$ cat src/hdl/bsm_pkg.sv
// Shared types and constants for the block signal metrics unit.
package bsm_pkg;

  localparam int unsigned SampleW  = 16;
  localparam int unsigned RootW    = 16;
  localparam int unsigned LenW     = 13;
  localparam int unsigned RegAddrW = 3;
  localparam int unsigned DataW    = 32;

  localparam logic [SampleW-1:0] ThreshReset = 16'd6554;

  // Register index, taken from paddr[2]
  localparam logic RegIdxThresh = 1'b0;

  typedef struct packed {
    logic signed [SampleW-1:0] sample_value;
    logic                      is_last;
  } sample_in_t;

  typedef struct packed {
    logic signed [SampleW-1:0] mean_value;
    logic [RootW-1:0]          rms_value;
    logic [SampleW-1:0]        peak_value;
    logic [SampleW-1:0]        peak_excess;
    logic                      stable_flag;
    logic [LenW-1:0]           block_length;
  } metrics_out_t;

  typedef struct packed {
    logic accept;
    logic start;
    logic div_step;
    logic root_step;
    logic out_load;
  } ctrl_cmd_t;

  typedef struct packed {
    logic block_end;
  } dp_status_t;

endpackage

$ cat src/hdl/bsm_ctrl.sv
// Sequencer for accumulation, division, square root and result hand-off.
module bsm_ctrl
  import bsm_pkg::*;
#(
  parameter int unsigned MAX_COUNT = 4096
) (
  input  logic       clk_i,
  input  logic       rst_ni,
  input  logic       in_valid_i,
  output logic       in_ready_o,
  output logic       out_valid_o,
  input  logic       out_ready_i,
  input  dp_status_t status_i,
  output ctrl_cmd_t  cmd_o
);

  localparam int unsigned CntW  = $clog2(MAX_COUNT + 1);
  localparam int unsigned SqW   = 32 + CntW;
  localparam int unsigned StepW = $clog2(SqW);

  typedef enum logic [3:0] {
    ST_ACC  = 4'b0001,
    ST_DIV  = 4'b0010,
    ST_ROOT = 4'b0100,
    ST_DONE = 4'b1000
  } state_e;

  state_e           state_q, state_d;
  logic [StepW-1:0] step_q, step_d;
  logic             out_valid_q, out_valid_d;

  always_comb begin
    cmd_o   = '0;
    state_d = state_q;
    step_d  = step_q;
    unique case (state_q)
      ST_ACC: begin
        if (in_valid_i) begin
          cmd_o.accept = 1'b1;
          if (status_i.block_end) begin
            cmd_o.start = 1'b1;
            step_d      = '0;
            state_d     = ST_DIV;
          end
        end
      end
      ST_DIV: begin
        cmd_o.div_step = 1'b1;
        if (step_q == StepW'(SqW - 1)) begin
          step_d  = '0;
          state_d = ST_ROOT;
        end else begin
          step_d = step_q + StepW'(1);
        end
      end
      ST_ROOT: begin
        cmd_o.root_step = 1'b1;
        if (step_q == StepW'(RootW - 1)) begin
          state_d = ST_DONE;
        end else begin
          step_d = step_q + StepW'(1);
        end
      end
      ST_DONE: begin
        if (!out_valid_q || out_ready_i) begin
          cmd_o.out_load = 1'b1;
          state_d        = ST_ACC;
        end
      end
      default: begin
        state_d = ST_ACC;
      end
    endcase
  end

  always_comb begin
    if (cmd_o.out_load) begin
      out_valid_d = 1'b1;
    end else if (out_ready_i) begin
      out_valid_d = 1'b0;
    end else begin
      out_valid_d = out_valid_q;
    end
  end

  assign in_ready_o  = (state_q == ST_ACC);
  assign out_valid_o = out_valid_q;

  always_ff @(posedge clk_i or negedge rst_ni) begin
    if (!rst_ni) begin
      state_q     <= ST_ACC;
      step_q      <= '0;
      out_valid_q <= 1'b0;
    end else begin
      state_q     <= state_d;
      step_q      <= step_d;
      out_valid_q <= out_valid_d;
    end
  end

endmodule

$ cat src/hdl/bsm_dp.sv
// Accumulators, shared-step dividers, square root and output register.
module bsm_dp
  import bsm_pkg::*;
#(
  parameter int unsigned MAX_COUNT = 4096
) (
  input  logic               clk_i,
  input  logic               rst_ni,
  input  ctrl_cmd_t          cmd_i,
  output dp_status_t         status_o,
  input  sample_in_t         in_data_i,
  input  logic [SampleW-1:0] threshold_i,
  output metrics_out_t       out_data_o
);

  localparam int unsigned CntW = $clog2(MAX_COUNT + 1);
  localparam int unsigned SumW = 17 + CntW;
  localparam int unsigned SqW  = 32 + CntW;
  localparam int unsigned RemW = RootW + 2;

  // running block state
  logic [CntW-1:0]        cnt_q;
  logic signed [SumW-1:0] sum_q;
  logic [SqW-1:0]         sq_q;
  logic [SampleW-1:0]     peak_q;

  // block snapshot and iteration state
  logic [CntW-1:0]    div_q;
  logic               neg_q;
  logic [SqW-1:0]     numa_q, numa_d;
  logic [SqW-1:0]     numb_q, numb_d;
  logic [CntW-1:0]    rema_q, rema_d;
  logic [CntW-1:0]    remb_q, remb_d;
  logic [RootW-1:0]   root_q, root_d;
  logic [RemW-1:0]    rrem_q, rrem_d;
  logic [SampleW-1:0] pkw_q;
  metrics_out_t       out_q, out_d;

  logic signed [SampleW:0] s_ext, mag_ext;
  logic [SampleW-1:0]      mag;
  logic [2*SampleW-1:0]    sq_inc;
  logic [CntW-1:0]         cnt_nx;
  logic signed [SumW-1:0]  sum_nx, sum_abs;
  logic [SqW-1:0]          sq_nx;
  logic [SampleW-1:0]      peak_nx;
  logic [CntW:0]           sha, shb, diffa, diffb;
  logic [RemW+1:0]         racc, rtrial, rdiff;
  logic [SampleW:0]        noise_w;
  logic [SampleW-1:0]      mean_q16;

  assign s_ext   = (SampleW + 1)'(in_data_i.sample_value);
  assign mag_ext = s_ext[SampleW] ? -s_ext : s_ext;
  assign mag     = mag_ext[SampleW-1:0];
  assign sq_inc  = mag * mag;
  assign cnt_nx  = cnt_q + CntW'(1);
  assign sum_nx  = sum_q + SumW'(in_data_i.sample_value);
  assign sq_nx   = sq_q + SqW'(sq_inc);
  assign peak_nx = (mag > peak_q) ? mag : peak_q;
  assign sum_abs = sum_nx[SumW-1] ? -sum_nx : sum_nx;

  assign status_o.block_end = in_data_i.is_last || (cnt_q == CntW'(MAX_COUNT - 1));

  // restoring division, one quotient bit per lane per step; restoring square root, one root bit per step
  always_comb begin
    sha    = {rema_q, numa_q[SqW-1]};
    shb    = {remb_q, numb_q[SqW-1]};
    diffa  = sha - {1'b0, div_q};
    diffb  = shb - {1'b0, div_q};
    rema_d = rema_q;
    remb_d = remb_q;
    numa_d = numa_q;
    numb_d = numb_q;
    rtrial = {2'b00, root_q, 2'b01};
    racc   = {rrem_q, numb_q[31:30]};
    rdiff  = racc - rtrial;
    rrem_d = rrem_q;
    root_d = root_q;
    if (cmd_i.div_step) begin
      if (sha >= {1'b0, div_q}) begin
        rema_d = diffa[CntW-1:0];
        numa_d = {numa_q[SqW-2:0], 1'b1};
      end else begin
        rema_d = sha[CntW-1:0];
        numa_d = {numa_q[SqW-2:0], 1'b0};
      end
      if (shb >= {1'b0, div_q}) begin
        remb_d = diffb[CntW-1:0];
        numb_d = {numb_q[SqW-2:0], 1'b1};
      end else begin
        remb_d = shb[CntW-1:0];
        numb_d = {numb_q[SqW-2:0], 1'b0};
      end
    end else if (cmd_i.root_step) begin
      numb_d = {numb_q[SqW-3:0], 2'b00};
      if (racc >= rtrial) begin
        rrem_d = rdiff[RemW-1:0];
        root_d = {root_q[RootW-2:0], 1'b1};
      end else begin
        rrem_d = racc[RemW-1:0];
        root_d = {root_q[RootW-2:0], 1'b0};
      end
    end
  end

  assign mean_q16 = numa_q[SampleW-1:0];
  assign noise_w  = ({1'b0, pkw_q} >= {1'b0, root_q}) ?
                    ({1'b0, pkw_q} - {1'b0, root_q}) : '0;

  always_comb begin
    out_d              = out_q;
    out_d.mean_value   = neg_q ? -mean_q16 : mean_q16;
    out_d.rms_value    = root_q;
    out_d.peak_value   = pkw_q;
    out_d.peak_excess  = noise_w[SampleW-1:0];
    out_d.stable_flag  = (noise_w[SampleW-1:0] < threshold_i);
    out_d.block_length = LenW'(div_q);
  end

  always_ff @(posedge clk_i or negedge rst_ni) begin
    if (!rst_ni) begin
      cnt_q  <= '0;
      sum_q  <= '0;
      sq_q   <= '0;
      peak_q <= '0;
    end else if (cmd_i.accept) begin
      if (cmd_i.start) begin
        cnt_q  <= '0;
        sum_q  <= '0;
        sq_q   <= '0;
        peak_q <= '0;
      end else begin
        cnt_q  <= cnt_nx;
        sum_q  <= sum_nx;
        sq_q   <= sq_nx;
        peak_q <= peak_nx;
      end
    end
  end

  always_ff @(posedge clk_i) begin
    if (cmd_i.start) begin
      div_q  <= cnt_nx;
      neg_q  <= sum_nx[SumW-1];
      numa_q <= SqW'(unsigned'(sum_abs));
      numb_q <= sq_nx;
      rema_q <= '0;
      remb_q <= '0;
      root_q <= '0;
      rrem_q <= '0;
      pkw_q  <= peak_nx;
    end else begin
      numa_q <= numa_d;
      numb_q <= numb_d;
      rema_q <= rema_d;
      remb_q <= remb_d;
      root_q <= root_d;
      rrem_q <= rrem_d;
    end
    if (cmd_i.out_load) begin
      out_q <= out_d;
    end
  end

  assign out_data_o = out_q;

endmodule

$ cat src/hdl/block_signal_metrics.sv
// Top level of the block signal metrics unit with its register port.
//
// Samples are taken one per cycle while a block accumulates. The last sample
// of a block (marked, or the MAX_COUNT-th) starts the result computation, and
// the input holds off until it is finished: the division steps, the square-root
// steps and the load of the output register, and longer while an earlier result
// still waits in the output register. The two divisions (sum and sum of squares
// by the count) run side by side, one quotient bit per cycle; the square root
// then produces one result bit per cycle. A finished result waits in the output
// register while the next block accumulates.
module block_signal_metrics
  import bsm_pkg::*;
#(
  parameter int unsigned MAX_COUNT = 4096
) (
  input  logic                clk_i,
  input  logic                rst_ni,
  input  logic                in_valid_i,
  output logic                in_ready_o,
  input  sample_in_t          in_data_i,
  output logic                out_valid_o,
  input  logic                out_ready_i,
  output metrics_out_t        out_data_o,
  input  logic                psel,
  input  logic                penable,
  input  logic                pwrite,
  input  logic [RegAddrW-1:0] paddr,
  input  logic [DataW-1:0]    pwdata,
  output logic [DataW-1:0]    prdata,
  output logic                pready
);

  ctrl_cmd_t          cmd;
  dp_status_t         status;
  logic [SampleW-1:0] thresh_q;
  logic               thresh_we;
  logic [SampleW:0]   mean_mag;

  assign pready    = 1'b1;
  assign thresh_we = psel && penable && pwrite && pready && (paddr[2] == RegIdxThresh);
  assign prdata    = (paddr[2] == RegIdxThresh) ? DataW'(thresh_q) : '0;

  always_ff @(posedge clk_i or negedge rst_ni) begin
    if (!rst_ni) begin
      thresh_q <= ThreshReset;
    end else if (thresh_we) begin
      thresh_q <= pwdata[SampleW-1:0];
    end
  end

  bsm_ctrl #(
    .MAX_COUNT(MAX_COUNT)
  ) u_ctrl (
    .clk_i      (clk_i),
    .rst_ni     (rst_ni),
    .in_valid_i (in_valid_i),
    .in_ready_o (in_ready_o),
    .out_valid_o(out_valid_o),
    .out_ready_i(out_ready_i),
    .status_i   (status),
    .cmd_o      (cmd)
  );

  bsm_dp #(
    .MAX_COUNT(MAX_COUNT)
  ) u_dp (
    .clk_i      (clk_i),
    .rst_ni     (rst_ni),
    .cmd_i      (cmd),
    .status_o   (status),
    .in_data_i  (in_data_i),
    .threshold_i(thresh_q),
    .out_data_o (out_data_o)
  );

  assign mean_mag = out_data_o.mean_value[SampleW-1] ?
                    -((SampleW + 1)'(out_data_o.mean_value)) :
                    (SampleW + 1)'(out_data_o.mean_value);

  a_noise_sum : assert property (@(posedge clk_i) disable iff (!rst_ni)
    out_valid_o |-> ({1'b0, out_data_o.peak_excess} + {1'b0, out_data_o.rms_value}
                     == {1'b0, out_data_o.peak_value}))
    else $error("noise plus rms differs from peak");

  a_mean_bound : assert property (@(posedge clk_i) disable iff (!rst_ni)
    out_valid_o |-> (mean_mag <= {1'b0, out_data_o.peak_value}))
    else $error("mean magnitude above peak");

  a_load_stalled : assert property (@(posedge clk_i) disable iff (!rst_ni)
    $rose(out_valid_o) |-> !$past(in_ready_o))
    else $error("result loaded while input was open");

endmodule
$ cat config.mk
export PLATFORM = sky130hd
export DESIGN_NAME = block_signal_metrics
export DESIGN_NICKNAME = d
export VERILOG_FILES = /design/src/hdl/bsm_pkg.sv /design/src/hdl/bsm_ctrl.sv /design/src/hdl/bsm_dp.sv /design/src/hdl/block_signal_metrics.sv
export SDC_FILE = /design/constraint.sdc
export NUM_CORES = 1
export LEC_CHECK = 0
export BUFFER_PORTS_ARGS = -buffer_cell sky130_fd_sc_hd__buf_2
export CORE_ASPECT_RATIO = 0.5
export CORE_MARGIN = 1
export CORE_UTILIZATION = 45
export CTS_CLUSTER_DIAMETER = 30
export DETAILED_ROUTE_END_ITERATION = 6
export GPL_ROUTABILITY_DRIVEN = 0
export GPL_TIMING_DRIVEN = 0
export SLEW_MARGIN = 15
export SYNTH_ARGS = -nofsm -noshare
export SYNTH_HDL_FRONTEND = slang
export SYNTH_SLANG_ARGS = --single-unit
$ cat constraint.sdc
create_clock -name clk_i -period 6.34 [get_ports clk_i]
set_clock_uncertainty 0.05 [all_clocks]
set_input_delay 1.902 -clock clk_i [delete_from_list [all_inputs] [get_ports clk_i]]
set_output_delay 1.902 -clock clk_i [all_outputs]
set_load 0.05 [all_outputs]
==> results of run 1 <==
-- routing by layer --
| layer | vias up | wire length, um | GRT usage, % |
|---|---|---|---|
| met5 | - | 0 | 0 |
| met4 | 0 | 2659 | 8.979 |
| met3 | 147 | 6700 | 5.144 |
| met2 | 821 | 39550 | 40.62 |
| met1 | 12399 | 41930 | 38.40 |
| li1 | 11691 | - | - |
-- synthesized netlist by cell type (69+ instances only) --
| cell | count | area share, % |
|---|---|---|
| ha_1 | 232 | 9.6 |
| nand2_1 | 369 | 4.6 |
| edfxtp_1 | 183 | 18 |
| fa_1 | 199 | 13 |
| dfrtp_1 | 123 | 10 |
| clkbuf_1 | 103 | 1.3 |
| inv_1 | 484 | 6.0 |
| nand3_1 | 73 | 1.2 |
| o21ai_0 | 231 | 3.8 |
| xor2_1 | 69 | 2.0 |
| dfxtp_1 | 75 | 5.0 |
| nor2_1 | 177 | 2.2 |
| a21oi_1 | 143 | 2.4 |
| xnor2_1 | 106 | 3.1 |
-- metrics by stage --
step	cells	TNS, ns	setup WS [ns]	util (%)	instance area (um2)
2_1_floorplan	3246	-149.06	-2.657	-	30910
3_3_place_gp	4265	-482.78	-4.708	49.79	32690
3_5_place_dp	4272	-304.46	-4.711	50.06	32870
4_1_cts	4461	-155.24	-2.716	55.26	36280
5_1_grt	4523	-171.32	-2.981	57.14	37510
6_report	4524	-157.08	-2.750	57.15	37520
-- registers in the layout, summed over array words and instances, names as in the netlist, 16 cells and up --
signal           count
u_dp.numa_q         45
u_dp.rrem_q         18
u_dp.pkw_q          16
u_dp.numb_q         45
u_dp.out_data_o     78
thresh_q            16
u_dp.sum_q          30
u_dp.peak_q         16
u_dp.root_q         16
u_dp.sq_q           45
-- repair_timing --
action	in CTS	in global routing
pin swaps	61	89
gates resized for setup	120	193
setup endpoints to repair	99	79
buffers inserted	59	63
-- worst max-delay path: stages --
cell	delay, ns
buf_12	0.10
or4_4	0.53
or3_4	0.39
or2_4	0.26
or4b_4	0.61
nor2_4	0.15
inv_2	0.04
fa_1	0.56
fa_2	0.48
fa_2	0.55
inv_2	0.04
fa_2	0.48
fa_1	0.52
inv_2	0.05
fa_1	0.52
inv_2	0.05
ha_4	0.31
a21oi_4	0.07
and2_4	0.16
a22oi_2	0.26
a31oi_4	0.15
o31a_1	0.39
o31ai_4	0.20
buf_6	0.17
buf_6	0.12
and3_4	0.19
o21ai_2	0.05
a22o_1	0.24
-- final cells by class --
class | instances | area [um2]
sequential | 389 | 10280
inverter | 492 | 1918
timing repair buffer | 262 | 2008
fill | 5750 | 28130
buffer | 131 | 693.2
clock buffer | 87 | 1919
antenna | 2 | 5.005
multi-input combinational | 2234 | 19120
tap | 884 | 1106
clock inverter | 43 | 460.4
-- cells by family after synthesis --
logic type                 share of synthesized area [%]
adders and majority gates                          22.83
muxes                                              2.688
AOI/OAI and AO/OA                                  14.78
and+or+nand+nor                                    12.49
other                                            0.02490
buffers and inverters                              7.994
DFF                                                34.10
xor gates and xnor gates                           5.082
-- worst max-delay path by stage --
stage	startpoint	endpoint	slack [ns]	cells after the start
2_1_floorplan	in_data_i[4]	u_dp.numb_q[40]$_DFFE_PP_	-2.66	29
3_3_place_gp	in_data_i[1]	u_dp.sq_q[40]$_DFFE_PN0P_	-4.71	29
3_5_place_dp	in_data_i[1]	u_dp.sq_q[40]$_DFFE_PN0P_	-4.71	29
4_1_cts	in_data_i[9]	u_dp.sq_q[41]$_DFFE_PN0P_	-2.72	28
5_1_grt	in_data_i[9]	u_dp.numb_q[40]$_DFFE_PP_	-2.98	23
6_report	in_data_i[9]	u_dp.sq_q[39]$_DFFE_PN0P_	-2.75	28
==> implementation parameters, run 1 <==
Parameter                              Value

Hold path
  Number of cells on the worst hold path ... 2
  Worst min-delay path endpoint ... u_dp.numa_q[35]$_SDFFE_PP0P_
  Hold_sp ... u_dp.numa_q[34]$_SDFFE_PP0P_
  Type of the most critical hold path ... flip-flop to flip-flop

Synth
  Top flip-flop cell by instance count after synthesis ... edfxtp_1
  Post-synthesis average cell area ... around 9.4 um2
  Count of yosys warnings during synthesis ... 0
  Sequential cell area fraction in the yosys report ... about a third
  EDFF count, synth ... between 150 and 200
  Post-synthesis async set-or-reset flop share ... roughly a third
  Post-Syn Area ... ~30,000 um2
  #FFs+latches synth ... 389
  Synth Instances ... around 3,200
  Yosys cell types ... 84

Worst setup path
  Largest driver fanout on the critical path ... 5
  Required arrival time at the worst endpoint ... between 6 and 7 ns
  Endpoint type of the worst setup path ... flip-flop
  Reg-to-reg slack, setup ... ~0.85 ns
  Worst setup SP type ... primary input
  Worst r2r path cells ... 12
  Crit Reg-Reg Startpoint ... u_dp.cnt_q[0]$_DFFE_PN0P_
  Data arrival time of the worst path ... approximately 9.6 ns
  Reg-to-reg critical path endpoint ... u_dp.numa_q[25]$_DFFE_PP_
  Startpoint-to-endpoint class of the critical path ... primary input to flip-flop

Clocking
  Clock edge transition at the registers on the reported setup and hold paths ... approximately 0.06 ns
  CTS Buf Count ... 70
  CTS tree ... yes
  Number of H-tree levels ... 3
  Insertion delay of the later-clocked pin in the worst-skew pair ... just over 0.6 ns
  Largest buffer count on any clock path ... 3
  Clock tree root buffer cell ... clkbuf_16
  Hold buffer count at CTS ... 0
  Clock net sink count ... between 300 and 400

STA
  Final critical-path share of the clock period ... 143.4%
  Max-slew violation count ... 0
  Worst hold-check slack ... 0.4000 ns
  Final hold violation count ... 0
  Worst Tran Pin Value ... between 1 and 1.5 ns
  Worst Slack Setup Final ... -2.750 ns
  Final number of setup-violating endpoints ... 75
  Headroom to the max-slew limit ... ~20%
  Setup repair after global routing missed its margin ... true
  Timing-limited maximum frequency ... about 0.11 GHz
  Tmin final ... roughly 9 ns

Run status
  Violated checks ... setup timing
  Run status ... finished with violations

GRT
  Global-route wire length before repair ... between 100,000 and 150,000 um
  Via count of the first global-routing pass ... 24,544
  Pin count of the biggest net entering global routing ... 84
  Number of antenna violations at the first check in global routing ... 2
  All-layer global routing usage ... ~27%
  GRT overflow ... 0

Flow run
  Max_cap viols ... 0

Final layout
  Area delta synth->final ... 24.39%
  Number of nets in the final layout ... between 4,000 and 5,000
  Commonest non-fill, non-tap cells in the layout ... inv_1 (445), nand2_1 (346), ha_1 (210), fa_1 (194), edfxtp_1 (183)
  Share of final-layout standard cells stronger than drive strength 1 ... about a fifth
  Most common cell after layout, fill and taps aside ... inv_1

Detailed routing
  Drt first-iter violations ... between 2,000 and 2,500
  Total iterations of the first detailed-routing run ... 5
  Vias per cell ... 5.539
  Routed wire length ... between 90,000 and 100,000 um
  Per-cell routed wire length ... around 20 um
  Total number of vias ... ~25,000
  DRC ... 0
  Residual antenna-violating net count after detailed routing ... 0

Floorplanning
  Full die area ... between 60,000 and 70,000 um2
  Core region area ... approximately 66,000 um2
  Chip width ... 368.1 um
  Num ports ... 172
  Height of the die ... ~190 um
  Row count ... between 60 and 70
  Starting utilization of the core area ... between 40% and 50%

Placement
  Number of port buffers ... roughly 140
  HPWL reported at the end of detailed placement ... between 60,000 and 70,000 um
Power of run 1 is left out: the tool's default activity adds up to more than one toggle a clock period on the data nets, which glitch-free logic cannot reach.
==> run 2: changes to the inputs <==
--- a/config.mk
+++ b/config.mk
@@ -9,6 +9,7 @@
 export CORE_ASPECT_RATIO = 0.5
 export CORE_MARGIN = 1
 export CORE_UTILIZATION = 45
+export CTS_BUF_LIST = sky130_fd_sc_hd__clkbuf_16
 export CTS_CLUSTER_DIAMETER = 30
 export DETAILED_ROUTE_END_ITERATION = 6
 export GPL_ROUTABILITY_DRIVEN = 0
==> run 2 against run 1 <==
Effect of this change: the run still ends with setup timing left; die area did not move; sequential share of layout area rose by 0.070 points; via count rose by 0.51%; final area fell by 0.25%; routed wire length rose by 0.28%; clock-buffer cell count fell by 14; global-route usage barely moved; critical path depth fell by 1; flip-flop and latch count did not move; final cell count barely moved.
==> implementation parameters, run 2 (same netlist as run 1, synthesis figures left out) <==
Parameter                              Value

STA
  Worst Tran Pin Value ... 1.149 ns (-0.03393 ns)
  Final critical-path share of the clock period ... 144.3% (+0.97 points)
  Headroom to the max-slew limit ... 22.35% (+2.3 points)
  Final number of setup-violating endpoints ... 75 (unchanged)
  Worst hold-check slack ... 0.4006 ns (+0.0005610 ns)
  Final hold violation count ... 0 (unchanged)
  Setup tns final ... -159.97 ns (-2.895 ns)
  Tmin final ... 9.151 ns (+0.06142 ns)
  Setup repair after global routing missed its margin ... true
  Worst Slack Setup Final ... -2.811 ns (-0.06142 ns)
  Timing-limited maximum frequency ... 0.1093 GHz (-0.67%)
  Max-slew violation count ... 0 (unchanged)

Detailed routing
  Per-cell routed wire length ... 20.13 um (+0.25%)
  DRC ... 0 (unchanged)
  Routed wire length ... 91,080 um (+0.28%)
  Vias per cell ... 5.566 (+0.49%)
  Residual antenna-violating net count after detailed routing ... 0 (unchanged)
  Total iterations of the first detailed-routing run ... 5 (unchanged)
  Drt first-iter violations ... 1,971 (-6.5%)
  Total number of vias ... 25,187 (+0.51%)

Hold path
  Type of the most critical hold path ... flip-flop to flip-flop

Final layout
  Final-layout fill cell count ... 5,786 (+0.63%)
  Number of nets in the final layout ... 4,070 (unchanged)
  Area delta synth->final ... 24.08%
  Commonest non-fill, non-tap cells in the layout ... inv_1 (453), nand2_1 (349), ha_1 (207), fa_1 (193), edfxtp_1 (183)
  Max FFs per register ... 78 (unchanged)
  Area of all placed cells without fillers ... 37,420 um2 (-0.25%)
  Final Core Density ... 57.00% (-0.14 points)
  Share of final-layout standard cells stronger than drive strength 1 ... 19.10% (-0.16 points)
  Most common cell after layout, fill and taps aside ... inv_1

Run status
  Violated checks ... setup timing
  Run status ... finished with violations

Floorplanning
  Core region area ... 65,650 um2 (unchanged)
  Chip width ... 368.1 um (unchanged)
  Starting utilization of the core area ... 45.94% (unchanged)
  Num ports ... 172 (unchanged)
  Row count ... 66 (unchanged)
  Full die area ... 68,120 um2 (unchanged)
  Height of the die ... 185.1 um (unchanged)

Flow run
  Max_cap viols ... 0 (unchanged)

Clocking
  CTS tree ... yes
  Clock net sink count ... 389 (unchanged)
  Clock edge transition at the registers on the reported setup and hold paths ... 0.06 ns (about the same)
  Number of H-tree levels ... 3 (unchanged)
  Insertion delay of the later-clocked pin in the worst-skew pair ... 0.62 ns (about the same)
  Clock tree root buffer cell ... clkbuf_16
  Hold buffer count at CTS ... 0 (unchanged)
  CTS Buf Count ... 70 (unchanged)
  Largest buffer count on any clock path ... 3 (unchanged)

Worst setup path
  Endpoint type of the worst setup path ... flip-flop
  Maximum single-stage delay on the critical path ... 0.61 ns (about the same)
  Standard cell with the maximum stage delay on the critical path ... or4b_4
  Largest driver fanout on the critical path ... 7 (+2)
  Buffering stage count on the worst path with inverters included ... 5 (-2)
  Startpoint-to-endpoint class of the critical path ... primary input to flip-flop
  Data arrival time of the worst path ... 9.65 ns (+0.10 ns)
  Required arrival time at the worst endpoint ... 6.84 ns (+0.04 ns)
  Most Frequent Cell on Critical Path ... inv_2
  Category of cells accounting for the largest share of critical-path delay ... simple AND/OR/NAND/NOR gates
  Worst setup SP type ... primary input

Placement
  Number of port buffers ... 135 (unchanged)
  HPWL reported at the end of detailed placement ... 67,810 um (unchanged)
  Cell area after placement ... 32,870 um2 (unchanged)

GRT
  Global-route wire length before repair ... 140,900 um (about the same)
  Pin count of the biggest net entering global routing ... 84 (unchanged)
  GRT overflow ... 0 (unchanged)
  All-layer global routing usage ... 26.81% (about the same)
  Number of antenna violations at the first check in global routing ... 2 (unchanged)
  Via count of the first global-routing pass ... 24,536 (-0.033%)
[run 2: changes by cell type in the layout (fill, tap and decap cells not counted), sizes merged]
cell	change
clkbuf	-14
inv	+10
diode	+1
clkinv	+4
[run 2: metal layers]
| metal | GRT usage, % | vias up | wire length [um] |
|---|---|---|---|
| met5 | 0 | - | 0 |
| li1 | - | 11694 | - |
| met3 | 5.097 | 164 | 6717 |
| met4 | 8.996 | 0 | 2913 |
| met1 | 38.43 | 12476 | 41930 |
| met2 | 40.62 | 853 | 39520 |
[run 2: final timing paths]
path	from	to	slack [ns]	depth (start not counted)
hold reg to reg	u_dp.numa_q[34]$_SDFFE_PP0P_	u_dp.numa_q[35]$_SDFFE_PP0P_	0.40	2
min in group asynchronous	rst_ni	u_dp.sq_q[15]$_DFFE_PN0P_	1.16	1
setup reg to reg	u_dp.cnt_q[0]$_DFFE_PN0P_	u_dp.numa_q[25]$_DFFE_PP_	0.85	12
setup / recovery	in_data_i[9]	u_dp.sq_q[40]$_DFFE_PN0P_	-2.81	27
hold / removal	u_dp.numa_q[34]$_SDFFE_PP0P_	u_dp.numa_q[35]$_SDFFE_PP0P_	0.40	2
max in group asynchronous	rst_ni	thresh_q[12]$_DFFE_PN1P_	4.20	2
[run 2: worst register-to-register path, delay by kind of cell (launching register included)]
family | cells | cell delay (ns)
buffers and inverters | 5 | 2.48
AND/OR/NAND/NOR | 6 | 1.80
flip-flops | 1 | 0.43
adder cells (fa/ha/maj) | 1 | 0.27
[run 2: metrics by stage]
step / std cells / setup slack, ns
3_3_place_gp: 4265 / -4.708
5_1_grt: 4523 / -2.985
6_report: 4525 / -2.811
3_5_place_dp: 4272 / -4.711
2_1_floorplan: 3246 / -2.657
4_1_cts: 4461 / -2.716
[run 2: layout make-up]
class / count / area, um2 / share of cell area [%]
flip-flops and latches: 389 / 10280 / 27.48
clock buffers: 73 / 1827 / 4.882
inverters: 492 / 1916 / 5.119
clock inverters: 57 / 513.0 / 1.371
well taps: 884 / 1106 / 2.956
repair buffers: 262 / 1981 / 5.293
multi-input cells: 2234 / 19090 / 51.02
plain buffers: 131 / 694.4 / 1.856
diodes: 3 / 7.507 / 0.02006
[run 2: timing repair]
item | 4_1_cts | 5_1_grt
gates resized for setup | 120 | 182
gates cloned | 0 | 1
setup endpoints to repair | 99 | 79
setup buffers | 59 | 64
pin swaps | 61 | 83
Power of run 2 is left out for the same reason.
